<file path="src/hw/rtl/bkesc_pkg.sv">
// ----------------------------------------------------------------------------
// Backslash escape decoder package
// Shared payload types, escape phase codes and the decoder result bundle.
// ----------------------------------------------------------------------------
package bkesc_pkg;

   // One escaped byte of the incoming string.
   typedef struct packed {
      logic [7:0] in_byte;
      logic       string_last;
   } req_type;

   // One decoded byte leaving the block.
   typedef struct packed {
      logic [7:0] out_byte;
      logic       run_end;
      logic       string_end;
   } rsp_type;

   // Where the decoder stands inside an escape sequence.
   typedef enum logic [1:0] {
      PH_TEXT = 2'd0,
      PH_ESC  = 2'd1,
      PH_HEX0 = 2'd2,
      PH_HEX1 = 2'd3
   } phase_type;

   localparam int unsigned MaxResults = 4;
   localparam int unsigned CountWidth = 3;
   localparam int unsigned PosWidth   = 2;

   // Everything the decoder produces for one request.
   typedef struct packed {
      logic [MaxResults-1:0][7:0] bytes;
      logic [CountWidth-1:0]      count;
      phase_type                  next_phase;
      logic [7:0]                 next_held;
   } dec_type;

endpackage

</file>
<file path="src/hw/rtl/bkesc_decode.sv">
// ----------------------------------------------------------------------------
// Backslash escape decoder: single-request decode
// Works out the decoded bytes and the next escape state for one request.
// ----------------------------------------------------------------------------
module bkesc_decode (
   input  bkesc_pkg::req_type   item,
   input  bkesc_pkg::phase_type phase,
   input  logic [7:0]           held,
   input  logic [255:0]         extra_set,
   output bkesc_pkg::dec_type   dec
);

   localparam logic [7:0] ChBsl = 8'h5C;
   localparam logic [7:0] ChR   = 8'h72;
   localparam logic [7:0] ChN   = 8'h6E;
   localparam logic [7:0] ChT   = 8'h74;
   localparam logic [7:0] ChX   = 8'h78;
   localparam logic [7:0] ChCr  = 8'h0D;
   localparam logic [7:0] ChLf  = 8'h0A;
   localparam logic [7:0] ChTab = 8'h09;

   function automatic logic is_hex(input logic [7:0] c);
      return (c >= 8'h30 && c <= 8'h39) || (c >= 8'h61 && c <= 8'h66) ||
             (c >= 8'h41 && c <= 8'h46);
   endfunction

   function automatic logic [3:0] hex_val(input logic [7:0] c);
      logic [7:0] v;
      v = 8'h00;
      if (c >= 8'h30 && c <= 8'h39) begin
         v = c - 8'h30;
      end else if (c >= 8'h61 && c <= 8'h66) begin
         v = c - 8'h57;
      end else if (c >= 8'h41 && c <= 8'h46) begin
         v = c - 8'h37;
      end
      return v[3:0];
   endfunction

   logic [7:0] b;
   logic       last;
   logic       opens;

   assign b     = item.in_byte;
   assign last  = item.string_last;
   // A backslash in ordinary text opens an escape unless it closes the string.
   assign opens = (b == ChBsl) && !last;

   always_comb begin
      dec            = '0;
      dec.next_phase = bkesc_pkg::PH_TEXT;
      dec.next_held  = held;
      unique case (phase)
         bkesc_pkg::PH_TEXT: begin
            if (opens) begin
               dec.next_phase = bkesc_pkg::PH_ESC;
            end else begin
               dec.bytes[0] = b;
               dec.count    = 3'd1;
            end
         end
         bkesc_pkg::PH_ESC: begin
            if (b == ChBsl) begin
               dec.bytes[0] = ChBsl;
               dec.count    = 3'd1;
            end else if (b == ChR) begin
               dec.bytes[0] = ChCr;
               dec.count    = 3'd1;
            end else if (b == ChN) begin
               dec.bytes[0] = ChLf;
               dec.count    = 3'd1;
            end else if (b == ChT) begin
               dec.bytes[0] = ChTab;
               dec.count    = 3'd1;
            end else if (b == ChX) begin
               if (last) begin
                  dec.bytes[0] = ChBsl;
                  dec.bytes[1] = ChX;
                  dec.count    = 3'd2;
               end else begin
                  dec.next_phase = bkesc_pkg::PH_HEX0;
               end
            end else if (extra_set[b]) begin
               dec.bytes[0] = b;
               dec.count    = 3'd1;
            end else begin
               dec.bytes[0] = ChBsl;
               dec.bytes[1] = b;
               dec.count    = 3'd2;
            end
         end
         bkesc_pkg::PH_HEX0: begin
            if (is_hex(b) && !last) begin
               dec.next_held  = b;
               dec.next_phase = bkesc_pkg::PH_HEX1;
            end else begin
               dec.bytes[0] = ChBsl;
               dec.bytes[1] = ChX;
               if (opens) begin
                  dec.count      = 3'd2;
                  dec.next_phase = bkesc_pkg::PH_ESC;
               end else begin
                  dec.bytes[2] = b;
                  dec.count    = 3'd3;
               end
            end
         end
         bkesc_pkg::PH_HEX1: begin
            if (is_hex(b)) begin
               dec.bytes[0] = {hex_val(held), hex_val(b)};
               dec.count    = 3'd1;
            end else begin
               dec.bytes[0] = ChBsl;
               dec.bytes[1] = ChX;
               dec.bytes[2] = held;
               if (opens) begin
                  dec.count      = 3'd3;
                  dec.next_phase = bkesc_pkg::PH_ESC;
               end else begin
                  dec.bytes[3] = b;
                  dec.count    = 3'd4;
               end
            end
         end
         default: begin
            dec.next_phase = bkesc_pkg::PH_TEXT;
         end
      endcase
      // The end of a string always returns the decoder to ordinary text.
      if (last) begin
         dec.next_phase = bkesc_pkg::PH_TEXT;
      end
   end

endmodule

</file>
<file path="src/hw/rtl/backslash_escape_decoder.sv">
// ----------------------------------------------------------------------------
// Backslash escape decoder
// Streaming C-style unescaper: one escaped byte in, zero to four bytes out.
// ----------------------------------------------------------------------------
// Requests arrive on the req_ channel, one escaped byte per request with a
// flag on the final byte of each string. Decoded bytes leave on the rsp_
// channel, one per response; run_end marks the last response caused by a
// request and string_end the final response of a whole string.
// A request is held in an input register and is then decoded by a short
// block of logic into a result buffer of up to four bytes; the first response
// is offered once the buffer has taken the request, which waits while busy.
// The result buffer drains one byte per cycle while the receiver is ready:
// a request that yields n bytes leaves as n responses and one that yields
// none as none, so plain text sustains one request per cycle while ready.
// The input register is refilled while the buffer still holds bytes, so the
// sender is only held off when both the input register and the buffer are
// busy. When the receiver stalls, the current response is held unchanged.
// Reset is synchronous; it returns the decoder to ordinary text, empties both
// stages and clears the four 64-bit escape set registers written through the
// csr_ port (register i at byte address 8*i).
// ----------------------------------------------------------------------------
module backslash_escape_decoder (
   input  logic                clock,
   input  logic                reset,
   input  logic                req_valid,
   output logic                req_ready,
   input  bkesc_pkg::req_type  req_payload,
   output logic                rsp_valid,
   input  logic                rsp_ready,
   output bkesc_pkg::rsp_type  rsp_payload,
   input  logic                csr_psel,
   input  logic                csr_penable,
   input  logic                csr_pwrite,
   input  logic [4:0]          csr_paddr,
   input  logic [63:0]         csr_pwdata,
   output logic [63:0]         csr_prdata,
   output logic                csr_pready
);

   // Configuration registers: the 256-bit set of bytes taken literally.
   logic [3:0][63:0] set_ff;
   logic [3:0][63:0] set_in;
   logic             csr_write;

   assign csr_pready = 1'b1;
   assign csr_write  = csr_psel && csr_penable && csr_pwrite && csr_pready;
   assign csr_prdata = set_ff[csr_paddr[4:3]];

   always_comb begin
      set_in = set_ff;
      if (csr_write) begin
         set_in[csr_paddr[4:3]] = csr_pwdata;
      end
   end

   // Input register stage.
   bkesc_pkg::req_type in_ff;
   bkesc_pkg::req_type in_in;
   logic               in_valid_ff;
   logic               in_valid_in;

   // Escape state carried from one request to the next.
   bkesc_pkg::phase_type phase_ff;
   bkesc_pkg::phase_type phase_in;
   logic [7:0]           held_ff;
   logic [7:0]           held_in;

   // Result buffer: the decoded bytes of one request and a read position.
   logic [bkesc_pkg::MaxResults-1:0][7:0] bytes_ff;
   logic [bkesc_pkg::MaxResults-1:0][7:0] bytes_in;
   logic [bkesc_pkg::CountWidth-1:0]      count_ff;
   logic [bkesc_pkg::CountWidth-1:0]      count_in;
   logic [bkesc_pkg::PosWidth-1:0]        pos_ff;
   logic [bkesc_pkg::PosWidth-1:0]        pos_in;
   logic                                  last_ff;
   logic                                  last_in;
   logic                                  buf_valid_ff;
   logic                                  buf_valid_in;

   bkesc_pkg::dec_type dec;
   logic               run_end;
   logic               buf_free;
   logic               load;

   bkesc_decode u_decode (
      .item      (in_ff),
      .phase     (phase_ff),
      .held      (held_ff),
      .extra_set (set_ff),
      .dec       (dec)
   );

   // The response on offer is the last of its request when the read position
   // has reached the final decoded byte.
   assign run_end = ({1'b0, pos_ff} + 3'd1) == count_ff;

   // The buffer may take the next request when empty or as its last byte leaves.
   assign buf_free  = !buf_valid_ff || (rsp_ready && run_end);
   assign load      = in_valid_ff && buf_free;
   assign req_ready = !in_valid_ff || load;

   assign rsp_valid              = buf_valid_ff;
   assign rsp_payload.out_byte   = bytes_ff[pos_ff];
   assign rsp_payload.run_end    = run_end;
   assign rsp_payload.string_end = run_end && last_ff;

   always_comb begin
      in_in        = in_ff;
      in_valid_in  = in_valid_ff;
      phase_in     = phase_ff;
      held_in      = held_ff;
      bytes_in     = bytes_ff;
      count_in     = count_ff;
      pos_in       = pos_ff;
      last_in      = last_ff;
      buf_valid_in = buf_valid_ff;

      if (req_ready) begin
         in_in       = req_payload;
         in_valid_in = req_valid;
      end

      if (load) begin
         // A request that yields nothing only moves the escape state on.
         phase_in     = dec.next_phase;
         held_in      = dec.next_held;
         bytes_in     = dec.bytes;
         count_in     = dec.count;
         pos_in       = '0;
         last_in      = in_ff.string_last;
         buf_valid_in = dec.count != '0;
      end else if (buf_valid_ff && rsp_ready) begin
         if (run_end) begin
            buf_valid_in = 1'b0;
         end else begin
            pos_in = pos_ff + 2'd1;
         end
      end
   end

   always_ff @(posedge clock) begin
      if (reset) begin
         set_ff       <= '0;
         in_valid_ff  <= 1'b0;
         phase_ff     <= bkesc_pkg::PH_TEXT;
         held_ff      <= '0;
         buf_valid_ff <= 1'b0;
         pos_ff       <= '0;
         count_ff     <= '0;
      end else begin
         set_ff       <= set_in;
         in_valid_ff  <= in_valid_in;
         phase_ff     <= phase_in;
         held_ff      <= held_in;
         buf_valid_ff <= buf_valid_in;
         pos_ff       <= pos_in;
         count_ff     <= count_in;
      end
   end

   always_ff @(posedge clock) begin
      in_ff    <= in_in;
      bytes_ff <= bytes_in;
      last_ff  <= last_in;
   end

endmodule
</file>
<file path="config.mk">
export PLATFORM = sky130hd
export DESIGN_NAME = backslash_escape_decoder
export DESIGN_NICKNAME = d
export VERILOG_FILES = /design/src/hw/rtl/bkesc_pkg.sv /design/src/hw/rtl/bkesc_decode.sv /design/src/hw/rtl/backslash_escape_decoder.sv
export SDC_FILE = /design/constraint.sdc
export NUM_CORES = 1
export LEC_CHECK = 0
export BUFFER_PORTS_ARGS = -buffer_cell sky130_fd_sc_hd__buf_2
export CORE_UTILIZATION = 30
export CTS_CLUSTER_SIZE = 8
export DETAILED_ROUTE_END_ITERATION = 6
export PLACE_DENSITY_LB_ADDON = 0.25
export SLEW_MARGIN = 20
export SYNTH_ARGS = -nofsm -noshare
export SYNTH_HDL_FRONTEND = slang
export SYNTH_HIERARCHICAL = 1
export SYNTH_SLANG_ARGS = --single-unit
</file>
<file path="constraint.sdc">
create_clock -name clock -period 5.9 [get_ports clock]
set_clock_uncertainty 0.1 [all_clocks]
set_input_delay 1.18 -clock clock [delete_from_list [all_inputs] [get_ports clock]]
set_output_delay 1.18 -clock clock [all_outputs]
set_load 0.01 [all_outputs]
</file>
# --- Word level (Yosys, flattened, before mapping) ---
# Index checks and enable logic that the tools add are counted.
classes:
  eq_ne: 9
  n_mux: 50
  n_reduce_logical: 31
  addsub: 8
  bitwise: 2
  order_cmp: 16
ops:
  columns: ["operator", "count"]
  rows:
  - ["$bwmux W256", 1]
  - ["$bmux W64 S2", 1]
  - ["$demux W64 S2", 1]
  - ["$mux W64", 2]
  - ["$mux W11", 7]
  - ["$mux W8", 7]
  - ["$pmux W13 S4", 1]
  - ["$eq A8 B7 Y1 const B", 5]
  - ["$ge A8 B7 Y1 const B", 4]
  - ["$le A8 B7 Y1 const B", 4]
  - ["$mux W27", 1]
  - ["$mux W4", 6]
  - ["$pmux W8 S3", 1]
  - ["$mux W19", 1]
  - ["$mux W18", 1]
  - ["$bmux W8 S2", 1]
  - ["$ge A8 B6 Y1 const B", 2]
  - ["$le A8 B6 Y1 const B", 2]
  - ["$mux W16", 1]
  - ["$mux W2", 8]
  - ["$pmux W8 S2", 1]
  - ["$sub A4 B3 Y4 const B", 4]
  - ["$logic_and A1 B1 Y1", 15]
  - ["$lt A8 B9 Y1 const B", 1]
  - ["other kinds (20)", 38]
word_totals:
  register_bits: 315
  in_bits: 85
  word_cells: 133

# --- Longest topological paths before layout ---
# Gate-level depths: netlist of the first run.
logic_depth:
  word_depth: 11
  ltp_mapped: 15
  ltp_nobuf: 12

# --- Cells and area by module ---
# Netlist of the first run, hierarchy kept.
by_module_without_submodules:
  columns: ["mod", "n_inst", "cells_per_inst", "area_each_um2"]
  rows:
  - ["backslash_escape_decoder", 1, 1391, 13427.9]
  - ["bkesc_decode", 1, 405, 3507.1]

# --- Least setup slack after synthesis of the first run ---
# No wires, ideal clock.
synth_path:
  path_type: "input to output"
  from: "in rsp_ready"
  to: "out req_ready"
  setup_slack_ps: 1910
  path_stages: 2
  t_required_ps: 4620
  path_buffers: 0
  arrival_time_ps: 2710
  path_cell_list: "inv_1 > o41ai_1"
synth_between:
  elab_chain_cells: 4
synth_lines:
  columns: ["element", "line", "rtl"]
  rows:
  - ["from (decl)", "backslash_escape_decoder.sv:29", "input logic rsp_ready,"]
  - ["$logic_and A1 B1 Y1", "backslash_escape_decoder.sv:98", "assign buf_free = !buf_valid_ff || (rsp_ready && run_end);"]
  - ["$logic_or A1 B1 Y1", "backslash_escape_decoder.sv:98", null]
  - ["$logic_and A1 B1 Y1", "backslash_escape_decoder.sv:99", "assign load = in_valid_ff && buf_free;"]
  - ["$logic_or A1 B1 Y1", "backslash_escape_decoder.sv:100", "assign req_ready = !in_valid_ff || load;"]
  - ["to (decl)", "backslash_escape_decoder.sv:26", "output logic req_ready,"]
# No other way between the ends.

# --- Worst setup path in the final report of the first run ---
layout_path:
  from: "in csr_paddr[4]"
  to: "out csr_prdata[23]"
layout_between:
  elab_chain_cells: 2
layout_lines:
  columns: ["element", "line", "rtl"]
  rows:
  - ["from (decl)", "backslash_escape_decoder.sv:34", "input logic [4:0] csr_paddr,"]
  - ["$bmux W64 S2", "backslash_escape_decoder.sv:47", "assign csr_prdata = set_ff[csr_paddr[4:3]];"]
  - ["$mux W64 (not written as such)", "backslash_escape_decoder.sv:47", null]
  - ["to (decl)", "backslash_escape_decoder.sv:36", "output logic [63:0] csr_prdata,"]
# No other way between the ends. The select of a mux whose other input is x is not followed.

==> results of run 1 <==
==> worst register-to-register path, stage by stage, from the launching register on <==
cell       delay (ns)
edfxtp_1         0.39
buf_4            0.44
mux4_1           0.64
nor2b_1          0.15
a2111oi_0        0.75
o311ai_0         0.20
o311a_2          0.24
o21ai_2          0.52
a21oi_1          0.20
o31ai_1          0.29
a21oi_1          0.10
==> layout make-up <==
class / count / share of cell area, %
Multi-Input combinational cell: 1268 / 47.7
Sequential cell: 315 / 34.8
Inverter: 12 / 0.259
Clock inverter: 3 / 0.214
Clock buffer: 58 / 6.41
Tap cell: 748 / 4.85
Timing Repair Buffer: 186 / 5.69
Antenna cell: 5 / 0.0648
==> final timing paths <==
| kind | from | endpoint | cells after the start |
|---|---|---|---|
| worst max-delay path | csr_paddr[4] | csr_prdata[23] | 4 |
| worst min-delay path | set_ff[141] | set_ff[141] | 2 |
| worst max register to register | in_ff[1] | rsp_valid | 10 |
| worst min register to register | set_ff[141] | set_ff[141] | 2 |
==> sequential cells by signal, indices dropped and copies added, names as in the netlist <==
register	count
bytes_ff	32
count_ff	3
held_ff	8
in_ff	9
in_valid_ff	1
last_ff	1
phase_ff	2
pos_ff	2
rsp_valid	1
set_ff	256
==> cell families (layout without fill, tap and decap cells) <==
| kind of cell | after synthesis | count (layout) | synth area share, % |
|---|---|---|---|
| AOI/OAI and AO/OA | 633 | 633 | 20.5 |
| buffers and inverters | 213 | 259 | 5.99 |
| xor gates and xnor gates | 3 | 3 | 0.200 |
| muxes | 195 | 195 | 19.9 |
| other | 1 | 6 | 0.0221 |
| adders and majority gates | 9 | 9 | 0.665 |
| and+or+nand+nor | 427 | 427 | 13.0 |
| DFF | 315 | 315 | 39.7 |
==> report_power, final <==
part / total, mW / internal [mW] / switching, mW
combinational: 0.510 / 0.170 / 0.340
clock: 2.42 / 1.45 / 0.974
sequential: 2.26 / 2.22 / 0.0373
==> metrics by stage <==
| stage | worst slack (ns) | hold slack (ns) | area [sq um] | power [mW] | cells |
|---|---|---|---|---|---|
| finish | 1.57 | 0.387 | 19300 | 5.19 | 2595 |
| global route | 1.47 | 0.403 | 19300 | 5.38 | 2591 |
| CTS | 1.51 | 0.386 | 19300 | 5.25 | 2590 |
| detailed placement | 1.53 | 0.378 | 18000 | 2.81 | 2529 |
| global placement | 1.53 | 0.371 | 18000 | 2.80 | 2529 |
| floorplan | 1.91 | 0.356 | 16900 | 2.63 | 1796 |
==> metal layers <==
layer,share of wire (%),track usage (%),vias up
li1,-,-,6834
met1,43,25.9,7369
met2,48,31.7,438
met3,6.0,3.34,105
met4,3.0,6.95,10
met5,0.10,0,-
==> cells in the final DEF (no fill, tap or decap), types with 10 or more instances in the layout <==
cell / Yosys / final
clkbuf_16: 0 / 47
a21oi_1: 269 / 269
mux2i_1: 80 / 80
nor2_1: 24 / 24
a22oi_1: 27 / 27
buf_4: 9 / 24
inv_1: 12 / 11
nand3_1: 267 / 267
mux4_2: 94 / 94
nor2b_1: 10 / 10
nand2b_1: 34 / 34
buf_2: 46 / 154
nand2_1: 41 / 41
mux4_1: 14 / 14
o21ai_0: 268 / 268
edfxtp_1: 42 / 42
dfxtp_1: 273 / 273
==> impl_summary.txt, run 1 <==
----------------------------------------------------
[Die]
  Standard-cell row count ... 86
  Initial standard-cell utilization of the core ... 30.6%
  Area of the placeable core ... 55400 sq um
  Die Y ... 240 microns
  DIE AREA ... 57400 sq um
  X dimension of the die ... 240 microns
  Top-Level Pins ... 162

[Final layout]
  Number of fill cells in the layout ... 5581
  Share of layout cells above drive strength 1 ... 19.4%
  Multi-input combinational cell area ... 9210 sq um
  Total number of nets in the final design ... 1923
  Util after Layout ... 34.8%
  Footprint of the flip-flops and latches ... 6730 sq um
  Layout overhead on the synthesized area ... 14.0%

[Yosys]
  Number of distinct standard cells referenced by the synthesized netlist ... 76
  Most area-hungry cell type in the Yosys netlist ... dfxtp_1
  Most used standard cell by instance count after synthesis ... dfxtp_1
  #FFs+latches synth ... 315
  Number of nets produced by synthesis ... 1890
  Share of the yosys chip area belonging to registers ... 39.7%
  Post-synthesis area per instance ... 9.43 sq um
  Share of synthesized flip-flops with an asynchronous set or reset ... 0%
  Share of the synthesized area in the top cell type ... 32.3%
  Number of synthesized flops with an enable pin ... 42
  Synth top area cells ... dfxtp_1 (32%), mux4_2 (13%), a21oi_1 (7.9%)
  Top cell types by occurrence after synthesis ... dfxtp_1 (273), a21oi_1 (269), o21ai_0 (268), nand3_1 (267), clkbuf_1 (113)
  Cell count after synthesis ... 1796
  Cell area after synthesis ... 16900 sq um
  Most used flip-flop cell after synthesis ... dfxtp_1
  Yosys synthesis warning count ... 6

[CTS]
  Clock insertion delay at the later pin of the skew report ... 0.58 ns
  CTS HTree Levels ... 2
  Clock tree from TritonCTS ... done
  Post-CTS Hold Buffers ... 0
  Post-CTS sizing ... 0
  Clock root buffer master ... clkbuf_16
  Number of buffers created by CTS ... 46
  Clock-pin slew on the worst setup and hold paths ... 0.05 ns
  Number of sinks on the clock net ... 315
  Post-CTS repair timing setup buffer count ... 0
  CTS Buffer Depth ... 3

[Timing]
  Achievable Freq ... 0.231 GHz
  Min Clock Period, post-route ... 4.33 ns
  Number of setup violations in the final report ... 0
  Worst-margin pin slew ... 1.05 ns
  Final sum of negative setup slack ... 0 ns
  Fin. Hold Viols ... 0
  Slew Limit Fails ... 0
  Portion of the clock cycle consumed by the worst path in the final layout ... 73.4%
  Slew HR ... 30.2%
  RSZ-0062 raised after global routing ... false

[Placed design]
  Placer Congestion ... 0.843
  Count of port buffers added during placement ... 157
  Detailed Place HPWL ... 35700 microns

[Setup path]
  Endpoint class of the critical path ... output port
  Series of cell instances along the critical path ... buf_8 > buf_4 > mux4_2 > buf_2
  Data arrival time of the worst path ... 3.05 ns
  Combined buffer and inverter count along the critical path ... 3
  Worst path max stage delay ... 0.61 ns
  Largest fanout on the critical path ... 125
  Critical setup path kind ... in2out
  Kind of cell adding the most delay to the critical path ... buffers and inverters
  Startpoint type of the worst setup path ... input port
  Worst R2R Setup Slack ... 1.74 ns
  Slowest cell on the critical path ... buf_8
  CP Data Required Time ... 4.62 ns

[Routing]
  Post-detailed-route count of antenna-violating nets ... 0
  Number of remaining DRC errors ... 0
  Pre-Repair DR Iteration Count ... 6
  Mean number of vias per cell ... 5.69
  Final routed wire length divided by cell count ... 21.9 microns
  Vias after detailed routing ... 14800
  Number of DRC markers after the initial detailed-route iteration ... 1378
  Final wirelength ... 56800 microns

[GRT]
  Pin count of the biggest net entering global routing ... 161
  Global-route usage over all layers ... 19.5%
  Gr ovfl total ... 0
  Antenna violations before repair ... 9
  Vias in the first global route ... 14200
  First-pass GRT wire length ... 87200 microns

[Status]
  Outcome ... complete, no violations

[Power]
  Power density of the placed cells ... 269 nW/um^2
  Worst IR drop on VDD ... 190 uV
  Leakage power ... 6.64 nW

[Run]
  # Max-Cap Violations ... 0

[Worst hold path]
  HP Class ... reg2reg

----------------------------------------------------
Note: power is estimated with default switching activity, not from simulation.
==> inputs of run 2 (changes only) <==
- ABC_AREA: not set -> 1
- clock period: 5.9 -> 3.5 ns (I/O delays scaled with it)
==> impl_summary.txt, run 2 <==
----------------------------------------------------
[Timing]
  Achievable Freq ... 0.308 GHz
  Slew Limit Fails ... 0
  Fin. Hold Viols ... 0
  Slew HR ... 38.9%
  Min Clock Period, post-route ... 3.24 ns
  Number of setup violations in the final report ... 0
  Worst slack on hold paths ... 0.207 ns
  Worst-margin pin slew ... 0.917 ns
  Portion of the clock cycle consumed by the worst path in the final layout ... 92.7%
  Final worst slack ... 0.256 ns
  RSZ-0062 raised after global routing ... false
  Final sum of negative setup slack ... 0 ns

[Yosys]
  Top cell types by occurrence after synthesis ... nor2_1 (681), nand2_1 (552), o21ai_0 (323), dfxtp_1 (273), inv_1 (167)
  Most used standard cell by instance count after synthesis ... nor2_1
  Share of synthesized flip-flops with an asynchronous set or reset ... 0%
  Number of distinct standard cells referenced by the synthesized netlist ... 41
  Yosys synthesis warning count ... 6
  Share of the yosys chip area belonging to registers ... 40.2%
  Post-synthesis area per instance ... 6.52 sq um
  Cell count after synthesis ... 2564
  Most used flip-flop cell after synthesis ... dfxtp_1
  Number of synthesized flops with an enable pin ... 42
  #FFs+latches synth ... 315
  Cell area after synthesis ... 16700 sq um
  Synth top area cells ... dfxtp_1 (33%), nor2_1 (15%), nand2_1 (12%)
  Most area-hungry cell type in the Yosys netlist ... dfxtp_1
  Number of nets produced by synthesis ... 2658
  Share of the synthesized area in the top cell type ... 32.7%

[Setup path]
  Critical setup path kind ... reg2reg
  Series of cell instances along the critical path ... buf_12 > inv_4 > buf_12 > nand2_1 > nand3_1 > nand2_1 > nand2_1 > nand2_1 > o21ai_1 > nand2_1 > nor2_1 > nor2_1 > nor2_2 > nand2_4 > nand2_4 > nand2_1 > nand2_1 > nand4_1 > o31ai_1 > a21oi_1
  Data arrival time of the worst path ... 3.58 ns
  Worst path max stage delay ... 0.41 ns
  Slowest cell on the critical path ... edfxtp_1
  Largest fanout on the critical path ... 28
  Endpoint class of the critical path ... flip-flop
  Startpoint type of the worst setup path ... flip-flop
  CP Data Required Time ... 3.84 ns
  Most common cell type on the critical path ... nand2_1

[Routing]
  DR top layer ... met5
  Vias after detailed routing ... 17100
  Final wirelength ... 60500 microns
  Met3 WL ... 4060 microns
  Total length of routed met2 wires ... 27900 microns
  Mean number of vias per cell ... 5.03
  M1 WL ... 27100 microns
  Number of DRC markers after the initial detailed-route iteration ... 1434
  Pre-Repair DR Iteration Count ... 5
  Number of remaining DRC errors ... 0
  Post-detailed-route count of antenna-violating nets ... 0
  Final routed wire length divided by cell count ... 17.8 microns

[Die]
  Area of the placeable core ... 55100 sq um
  Top-Level Pins ... 162
  DIE AREA ... 56700 sq um
  Standard-cell row count ... 86
  Initial standard-cell utilization of the core ... 30.3%
  Die Y ... 238 microns
  X dimension of the die ... 238 microns

[Placed design]
  Placer Congestion ... 0.891
  Pre-CTS setup slack ... 0.266 ns
  Count of port buffers added during placement ... 157
  Detailed Place HPWL ... 37700 microns
  Placement-stage cell area ... 18300 sq um

[CTS]
  Clock tree from TritonCTS ... done
  Post-CTS sizing ... 0
  Post-CTS Hold Buffers ... 0
  Post-CTS repair timing setup buffer count ... 0
  Number of buffers created by CTS ... 46
  Number of sinks on the clock net ... 315
  CTS HTree Levels ... 2
  Clock insertion delay at the later pin of the skew report ... 0.58 ns
  CTS Buffer Depth ... 3
  Clock-pin slew on the worst setup and hold paths ... 0.06 ns
  Clock root buffer master ... clkbuf_16

[Power]
  Power density of the placed cells ... 464 nW/um^2
  Leakage power ... 8.62 nW
  Worst IR drop on VDD ... 317 uV
  Overall Power ... 9.06 mW

[Final layout]
  Share of layout cells above drive strength 1 ... 11.3%
  Leading registers by flop count ... set_ff: 256 flops, bytes_ff: 32 flops, in_ff: 9 flops
  Flip-flop count of the largest register after layout ... 256
  Most common library cell in the layout ignoring fill and taps ... nor2_1
  Final instance area ... 19500 sq um
  Register with the most flip-flops ... set_ff
  Most used cells in the layout excluding fill and tap cells ... nor2_1 (677), nand2_1 (550), o21ai_0 (323)
  Total number of nets in the final design ... 2743
  Layout overhead on the synthesized area ... 16.9%

[GRT]
  First-pass GRT wire length ... 93500 microns
  Pin count of the biggest net entering global routing ... 86
  Vias in the first global route ... 16200
  Gr ovfl total ... 0
  Antenna violations before repair ... 6
  Global-route usage over all layers ... 20.9%

[Run]
  # Max-Cap Violations ... 0

[Worst hold path]
  HP Class ... in2reg

[Status]
  Outcome ... complete, no violations

----------------------------------------------------
==> run 2: critical path: cells and delay by family, from the launching register on <==
family                 cells  cell delay [ns]
buffers and inverters      3             0.66
AO/OA/AOI/OAI              3             0.63
flip-flops                 1             0.41
AND/OR/NAND/NOR           14             1.29
==> run 2: kinds of logic after synthesis <==
group,Yosys count,share of synthesized area (%)
flip-flops,315,40.2
XOR/XNOR,4,0.210
other,1,0.0224
adder cells (fa/ha/maj),9,0.674
buffers and inverters,356,9.17
AND/OR/NAND/NOR,1378,32.7
AO/OA/AOI/OAI,501,17.0
==> run 2: report_power, final <==
group | internal [mW] | switching [mW] | total, mW
clock network | 2.38 | 1.66 | 4.04
logic | 0.358 | 0.776 | 1.13
registers | 3.79 | 0.0906 | 3.88
total | 6.53 | 2.53 | 9.06
==> run 2: worst paths after layout <==
| check | start | end | slack [ns] | depth (start not counted) |
|---|---|---|---|---|
| worst min register to register | set_ff[129] | set_ff[129] | 0.40 | 2 |
| worst min-delay path | req_payload[7] | in_ff[7] | 0.21 | 1 |
| worst max register to register | in_ff[1] | rsp_valid | 0.26 | 20 |
| worst max-delay path | in_ff[1] | rsp_valid | 0.26 | 20 |
==> run 2: per-layer routing <==
metal  GRT usage, %  vias up
met5              0        -
li1               -     8394
met3           3.47       98
met2           33.8      577
met4           6.88        8
met1           28.3     8064
==> run 2: metrics by stage <==
step           std cells  util [%]
6_report            3410      35.4
2_1_floorplan       2564         -
4_1_cts             3409      35.4
3_3_place_gp        3349      33.2
5_1_grt             3409      35.4
3_5_place_dp        3349      33.2
==> run 2: layout make-up <==
type	instances	area (sq um)
timing repair buffer	207	1420
sequential	315	6730
antenna	1	2.50
multi-input combinational	1893	8490
inverter	186	713
clock buffer	56	1200
fill	5994	35600
clock inverter	4	48.8
tap	748	936
==> inputs of run 3 (changes only) <==
- CORE_ASPECT_RATIO: not set -> 1.5
==> impl_summary.txt, run 3 (synthesis results as in run 2) <==
----------------------------------------------------
[Placed design]
  Count of port buffers added during placement ... 157
  Pre-CTS setup slack ... 0.112 ns
  Placer Congestion ... 0.907
  Detailed Place HPWL ... 40100 microns

[Power]
  Switching share of total power ... 27.8%
  Combinational fraction of design power ... 12.9%
  Design internal power ... 6.44 mW
  Sequential power share ... 43.5%
  Leakage power ... 8.62 nW
  Power density of the placed cells ... 459 nW/um^2
  Worst IR drop on VDD ... 319 uV
  Clock network fraction of total power ... 43.6%
  Net load switching power ... 2.48 mW

[Routing]
  Post-detailed-route count of antenna-violating nets ... 0
  Pre-Repair DR Iteration Count ... 6
  Final routed wire length divided by cell count ... 18.6 microns
  Vias after detailed routing ... 17200
  Mean number of vias per cell ... 5.11
  Number of remaining DRC errors ... 0
  Number of DRC markers after the initial detailed-route iteration ... 1372
  Final wirelength ... 62600 microns

[Setup path]
  Critical setup path kind ... reg2reg
  Worst path max stage delay ... 0.47 ns
  Series of cell instances along the critical path ... buf_12 > nor2_1 > o21ai_1 > nand2_1 > nand2_1 > nand2_1 > o21ai_0 > nand2_1 > nor2_1 > nor2_1 > nor2_2 > nand2_4 > nand2_4 > nand2_1 > nand2_1 > nand4_1 > o31ai_1 > a21oi_1
  Slowest cell on the critical path ... edfxtp_1
  Number of gates on the worst path with buffers counted ... 18
  Length in cells of the worst reg-to-reg path ... 18
  Kind of cell adding the most delay to the critical path ... simple AND/OR/NAND/NOR gates
  Startpoint type of the worst setup path ... flip-flop
  Largest fanout on the critical path ... 67
  Endpoint class of the critical path ... flip-flop
  Data arrival time of the worst path ... 3.61 ns
  Most common cell type on the critical path ... nand2_1
  CP Data Required Time ... 3.82 ns
  Combined buffer and inverter count along the critical path ... 1

[Final layout]
  Layout overhead on the synthesized area ... 16.4%
  Util after Layout ... 35.4%
  Most used cells in the layout excluding fill and tap cells ... nor2_1 (677), nand2_1 (550), o21ai_0 (323)
  Leading registers by flop count ... set_ff: 256 flops, bytes_ff: 32 flops, in_ff: 9 flops
  Register with the most flip-flops ... set_ff
  Number of fill cells in the layout ... 5953
  Footprint of the flip-flops and latches ... 6730 sq um
  Flip-flop count of the largest register after layout ... 256
  Share of layout cells above drive strength 1 ... 11.6%
  Total number of nets in the final design ... 2750
  Multi-input combinational cell area ... 8490 sq um
  Most common library cell in the layout ignoring fill and taps ... nor2_1

[Timing]
  Portion of the clock cycle consumed by the worst path in the final layout ... 93.8%
  RSZ-0062 raised after global routing ... false
  Fin. Hold Viols ... 0
  Final worst slack ... 0.215 ns
  Min Clock Period, post-route ... 3.28 ns
  Slew HR ... 40.0%
  Achievable Freq ... 0.304 GHz
  Worst-margin pin slew ... 0.900 ns
  Final sum of negative setup slack ... 0 ns
  Slew Limit Fails ... 0
  Number of setup violations in the final report ... 0

[CTS]
  CTS Buffer Depth ... 3
  Number of sinks on the clock net ... 315
  CTS HTree Levels ... 2
  Number of buffers created by CTS ... 45
  Post-CTS Hold Buffers ... 0
  Clock root buffer master ... clkbuf_16
  Clock-pin slew on the worst setup and hold paths ... 0.05 ns
  Clock tree from TritonCTS ... done
  Clock insertion delay at the later pin of the skew report ... 0.56 ns

[Die]
  Top-Level Pins ... 162
  Die Y ... 291 microns
  Area of the placeable core ... 54900 sq um
  Initial standard-cell utilization of the core ... 30.4%
  X dimension of the die ... 195 microns
  Standard-cell row count ... 105
  DIE AREA ... 56700 sq um

[GRT]
  First-pass GRT wire length ... 95600 microns
  Global-route usage over all layers ... 21.6%
  Gr ovfl total ... 0
  Vias in the first global route ... 16400
  Antenna violations before repair ... 4
  Pin count of the biggest net entering global routing ... 81

[Worst hold path]
  Hold Path Cell Cnt ... 1
  HP Class ... in2reg

[Run]
  # Max-Cap Violations ... 0

[Status]
  Outcome ... complete, no violations

----------------------------------------------------
-- run 3: worst register-to-register path, cell delays in order (launching register included) --
cell and delay, ns:
edfxtp_1 0.47, buf_12 0.36, nor2_1 0.13, o21ai_1 0.09
nand2_1 0.08, nand2_1 0.08, nand2_1 0.05, o21ai_0 0.34
nand2_1 0.14, nor2_1 0.17, nor2_1 0.07, nor2_2 0.13
nand2_4 0.12, nand2_4 0.12, nand2_1 0.06, nand2_1 0.06
nand4_1 0.16, o31ai_1 0.34, a21oi_1 0.11
-- run 3: area by class of cell --
type,count,share of cell area [%]
well taps,695,4.47
clock buffers,53,5.94
repair buffers,215,7.50
diodes,4,0.0515
flip-flops and latches,315,34.6
inverters,186,3.65
multi-input cells,1893,43.7
clock inverters,3,0.116
-- run 3: layer usage --
| metal | wire length [microns] | GRT usage, % | vias up |
|---|---|---|---|
| met5 | 16 | 0 | - |
| met4 | 2810 | 10.3 | 2 |
| met3 | 3420 | 2.72 | 134 |
| met2 | 30900 | 38.3 | 624 |
| met1 | 25400 | 25.7 | 8003 |
| li1 | - | - | 8417 |
-- run 3: path summary, 6_finish.rpt --
path / start / to / slack, ns
worst min register to register: count_ff[0] / count_ff[0] / 0.40
worst max register to register: in_ff[2] / rsp_valid / 0.22
worst max-delay path: in_ff[2] / rsp_valid / 0.22
worst min-delay path: req_payload[6] / in_ff[6] / 0.23
-- run 3: what timing repair did --
action | CTS | global route
gates resized for setup | 0 | 1
setup buffers | 0 | 1
setup endpoints to repair | 0 | 4
-- run 3: through the flow --
step                      total power, mW  instances  hold slack [ns]  instance area [sq um]
after floorplan                      4.64       2564            0.372                  16700
after global placement               5.08       3303            0.384                  18200
after detailed placement             5.09       3303            0.394                  18200
after CTS                            9.00       3359            0.206                  19400
after global routing                 9.27       3362            0.212                  19400
final                                8.92       3364            0.232                  19400
-- run 3: power by group through the flow --
stage / clock network, mW / logic (mW) / registers, mW
2_1_floorplan: 0 / 0.718 / 3.92
3_3_place_gp: 0 / 1.13 / 3.95
5_1_grt: 4.12 / 1.26 / 3.89
3_5_place_dp: 0 / 1.13 / 3.95
6_report: 3.89 / 1.15 / 3.88
4_1_cts: 3.98 / 1.14 / 3.88
